`src/hw/rtl/dctc_accum.sv`:
```
`default_nettype none
// Add / max unit: sum registered, then folded into the running max.
module dctc_accum (
  input  wire logic        clk,
  input  wire logic        rst_n,
  input  wire logic        init,
  input  wire logic [63:0] init_val,
  input  wire logic        in_valid,
  input  wire logic [63:0] pt,
  input  wire logic [63:0] delay,
  output logic             busy,
  output logic [63:0]      earliest,
  output logic             ovf
);

  logic        sv_r;
  logic [64:0] sum_r;
  logic [63:0] earliest_r;
  logic        ovf_r;

  always_ff @(posedge clk) begin
    if (!rst_n) begin
      sv_r <= 1'b0;
    end else begin
      sv_r <= in_valid;
    end
    sum_r <= {1'b0, pt} + {1'b0, delay};
  end

  always_ff @(posedge clk) begin
    if (!rst_n) begin
      ovf_r      <= 1'b0;
      earliest_r <= '0;
    end else if (init) begin
      ovf_r      <= 1'b0;
      earliest_r <= init_val;
    end else if (sv_r) begin
      if (sum_r[64]) begin
        ovf_r      <= 1'b1;
        earliest_r <= '1;
      end else if (sum_r[63:0] > earliest_r) begin
        earliest_r <= sum_r[63:0];
      end
    end
  end

  assign busy     = sv_r;
  assign earliest = earliest_r;
  assign ovf      = ovf_r;

endmodule
`default_nettype wire

```
`config.mk`:
```
export PLATFORM = sky130hd
export DESIGN_NAME = dctc_accum
export DESIGN_NICKNAME = d
export VERILOG_FILES = /design/src/hw/rtl/dctc_accum.sv
export SDC_FILE = /design/constraint.sdc
export NUM_CORES = 1
export LEC_CHECK = 0
export BUFFER_PORTS_ARGS = -buffer_cell sky130_fd_sc_hd__buf_2
export CAP_MARGIN = 20
export CORE_UTILIZATION = 40
export DETAILED_ROUTE_END_ITERATION = 8
export SLEW_MARGIN = 0
export SYNTH_ARGS = -nofsm -noshare
export SYNTH_HDL_FRONTEND = slang
export SYNTH_SLANG_ARGS = --single-unit
export TNS_END_PERCENT = 30
```
`constraint.sdc`:
```
create_clock -name clk -period 5.71 [get_ports clk]
set_input_delay 0.8565 -clock clk [delete_from_list [all_inputs] [get_ports clk]]
set_output_delay 0.8565 -clock clk [all_outputs]
set_load 0.005 [all_outputs]
```
* After elaboration in Yosys (flattened, before gate mapping)
Cells that the tools add are included.
Word-level totals: word-level logic and storage cells 16, bits of input ports 196, output and inout port bits 66, register bits 131
Operators by class: reduce and logical (&&, ||, !) cells 5, mux-type cells 4, magnitude comparators 1, add/sub/neg operators 1, bitwise logic cells 1
Operators by type and width (number):
- $mux W64 | 4
- $add A64 B64 Y65 | 1
- $gt A64 B64 Y1 | 1
- $reduce_and A2 Y1 | 2
- $reduce_bool A3 Y1 | 1
- $reduce_bool A2 Y1 | 1
- $reduce_or A2 Y1 | 1
- $not A1 Y1 | 1

* Logic depth before layout (Yosys ltp)
depth in word-level cells 5, gate-level depth with buffers 12, depth with buffers taken out 11

* Worst setup path before layout
Ideal clock, no wire load.
path kind input to register, from input port pt[0], to register sum_r[42], buffers on the path 0, library setup time 86 ps, data arrival time 3274 ps, cell stages on the path 11, required time 5624 ps, setup slack 2351 ps, cell sequence ha_1 > fa_1 > a21o_1 > a221oi_1 > a211oi_1 > nor4b_1 > o31ai_1 > a21oi_2 > o221ai_1 > nor3b_1 > a211oi_1
Between the ends: longest elaborated chain between the ends 1
RTL lines:
- start, declared | RTL line 9 | input wire logic [63:0] pt,
- $add A64 B64 Y65 | RTL line 27 | sum_r <= {1'b0, pt} + {1'b0, delay};
- end signal, assigned | RTL line 27
- end, declared | RTL line 17 | logic [64:0] sum_r;
Every way passes these cells. A chain may end at the register's enable or synchronous reset.

* Final worst setup path
from input port pt[6], to register sum_r[53]
Same word-level chain as after synthesis.

==> summary.md <==
| Metric | Value |
|---|---|
| Status | finished, final reports clean |
| First-pass GRT wire length | 46.1 mm |
| Via count | 9439 |
| Hold crit path type | flop to flop |
| Worst slew pin tran | 0.837 ns |
| Max-cap violations | 0 |
| CP endpoint kind | flop |
| Post-synthesis compound-gate area fraction | 0.257 |
| Net Count, Synth | 1463 |
| Synth-to-layout area growth | 22.3% |
| Placed Cells | 1668 |
| Total Wirelength | 29.8 mm |
| Period utilisation layout | 0.632 |
| Setup TNS Final | 0 ns |
| Clk pin slew, worst setup/hold paths | 0.06 ns |
| CP Class | input port to flop |
| R2r startpoint | earliest[9]$_SDFFE_PN0P_ |
| Starting Density | 0.410 |
| Endpoint arrival time on the critical path | 3.90 ns |
| Post-route ant nets | 0 |
| IO buf count | 261 |
| Drt via density | 5.55 |
| Post-Synth Simple-Gate Area | 0.133 |
| Max-slew headroom | 0.442 |
| LEAKAGE | 5.64 nW |
| TritonCTS buffer count | 17 |
| TritonCTS clock tree | done |
| Cell Rows | 56 |
| Die H | 157 um |
| Gr usage total | 0.239 |
| Largest family of logic cells by synthesized area | compound AO/OA/AOI/OAI gates |
| Worst skew pair latency | 0.42 ns |
| Syn Inst Count | 1138 |
| Synth unique cells | 65 |
| Synth Flop Type | dfxtp_1 |
| Dpl hpwl | 23.3 mm |
| Worst Setup Start Kind | input port |
| Reg2reg setup slack | 2.61 ns |
| Clk sinks | 131 |
| Die W | 157 um |
| Post-synthesis xor/xnor area fraction | 0.0534 |
| Worst Reg-to-Reg Cells | 12 |
| Max VDD drop | 0.000189 V |
| Max FO, Critical Path | 7 |
| Share of layout cells above drive strength 1 | 0.227 |
| Max Fclk | 277 MHz |
| Syn Area/Cell | 8.50 um^2 |
| Remaining global-route overflow | 0 |
| GP Congestion | 0.900 |
| Nets | 1693 |
| Syn. warnings | 0 |
| Number of global-route vias before repair | 8866 |
| Final cell count without fillers | 1702 |
| Final min period | 3.61 ns |
| Seq cells post-synth | 131 |
| RSZ-0062 raised after global routing | false |
| Sequential area share after synthesis | 0.271 |
| Io pins | 262 |
| Core area | 23600 um^2 |
| WL/cell | 17.5 um |
| Clk buf depth | 2 |
| Max-slew violation count | 0 |
| Power per standard cell area | 323 nW/um^2 |
| Initial antenna violation count | 1 |
| Root Buffer | clkbuf_16 |
| Hold Vio Cnt, Final | 0 |
| Hold wc startpoint | earliest[5]$_SDFFE_PN0P_ |
| Post_cts resized | 0 |
| Post-CTS Hold Fix Bufs | 0 |
| Die Area | 24800 um^2 |
| Mapped Area | 9670 um^2 |
| WHS Path Cells | 2 |
| Post-synthesis mux area share | 0.0662 |
| Adder-cell share of the synthesized area | 0.168 |
| Ys async rst share | 0 |
| DRT iter0 DRCs | 521 |
| Post-synth EDFFs | 0 |
| Largest net degree at the start of global routing | 76 |
| First-pass iteration count of the detailed router | 5 |
| Fillers | 2312 |
| H-Tree Depth | 4 |
| Setup violations, final | 0 |
| Post-CTS setup buffers | 0 |
| Setup Skew | 0.0134 ns |
| Critical path data required time | 6.00 ns |
| Worst reg2reg path endpoint | earliest[2]$_SDFFE_PN0P_ |
| WHS Endpoint | earliest[5]$_SDFFE_PN0P_ |
| DR DRC count | 0 |
[worst max-delay path: stages]
cell and delay (ns):
buf_2 0.10, ha_1 0.42, nor2_1 0.09, nor4_1 0.59
a211oi_1 0.20, o21ai_1 0.37, a31oi_1 0.30, o31a_1 0.44
o21bai_1 0.24, a31oi_1 0.13, xnor2_1 0.15
[metrics by stage]
step	hold WS [ns]	area [um^2]	utilization	setup WS [ns]	total power [mW]
floorplan	0.464	9670	-	2.35	2.18
global placement	0.457	11200	0.474	1.72	2.64
detailed placement	0.461	11200	0.474	1.68	2.66
CTS	0.470	11800	0.501	2.10	3.85
global route	0.486	11800	0.501	1.82	4.09
finish	0.466	11800	0.501	2.10	3.83
[kinds of logic after synthesis]
group | after synthesis
compound gates | 355
xor+xnor | 59
fa+ha+maj | 129
buf+inv | 128
flops | 131
mux | 64
simple gates | 272
[worst max-delay path by stage]
| stage | from | to | slack [ns] | cells after the start |
|---|---|---|---|---|
| after CTS | pt[0] | sum_r[42]$_DFF_P_ | 2.10 | 12 |
| final | pt[6] | sum_r[53]$_DFF_P_ | 2.10 | 11 |
| after floorplan | pt[0] | sum_r[42]$_DFF_P_ | 2.35 | 11 |
| after global routing | pt[0] | sum_r[42]$_DFF_P_ | 1.82 | 12 |
| after global placement | pt[0] | sum_r[42]$_DFF_P_ | 1.72 | 12 |
| after detailed placement | pt[0] | sum_r[42]$_DFF_P_ | 1.68 | 12 |
[synth_stat cells (all sizes together) (34+ instances only)]
master,n,share of area
a21o,71,0.055
a21oi,89,0.046
clkbuf,46,0.018
dfxtp,131,0.27
ha,128,0.17
inv,73,0.028
mux2i,64,0.066
nand2,123,0.048
nor2,43,0.017
o21ai,46,0.024
o221ai,65,0.059
xnor2,34,0.031
[cell usage in the layout (no fill, tap or decap), types with 25 or more instances in the layout]
cell      instances
nand2_1         122
buf_2           260
mux2i_1          64
a21o_1           71
dfxtp_1         131
ha_1            128
o221ai_1         65
nand4_1          27
xnor2_1          34
a21oi_1          88
o21ai_0          43
nor2_1           42
xor2_1           25
inv_1            72
[sequential cells by signal (all words and copies together) (netlist names)]
signal	flops
busy	1
earliest	64
sum_r	65
ovf	1
[routing by layer]
| metal | GRT usage | part of all wire | vias to the layer above |
|---|---|---|---|
| met5 | 0 | 0 | - |
| met4 | 0.0675 | 0.012 | 0 |
| met3 | 0.0325 | 0.048 | 29 |
| met2 | 0.390 | 0.46 | 322 |
| met1 | 0.327 | 0.48 | 4398 |
| li1 | - | - | 4690 |
[where the power goes]
group          internal, mW  total, mW  switching (mW)
sequential             1.12       1.27           0.154
combinational         0.628       1.38           0.747
clock                 0.742       1.18           0.434
total                  2.49       3.83            1.34
[final cells by class]
type / instances / area [um^2] / share of cell area
Antenna cell: 2 / 5.00 / 0.000423
Multi-Input combinational cell: 879 / 6560 / 0.554
Sequential cell: 131 / 2620 / 0.222
Inverter: 73 / 274 / 0.0232
Timing Repair Buffer: 266 / 1350 / 0.114
Clock inverter: 13 / 184 / 0.0155
Tap cell: 319 / 399 / 0.0337
Clock buffer: 19 / 443 / 0.0374
Note: power is estimated with default switching activity, not from simulation.
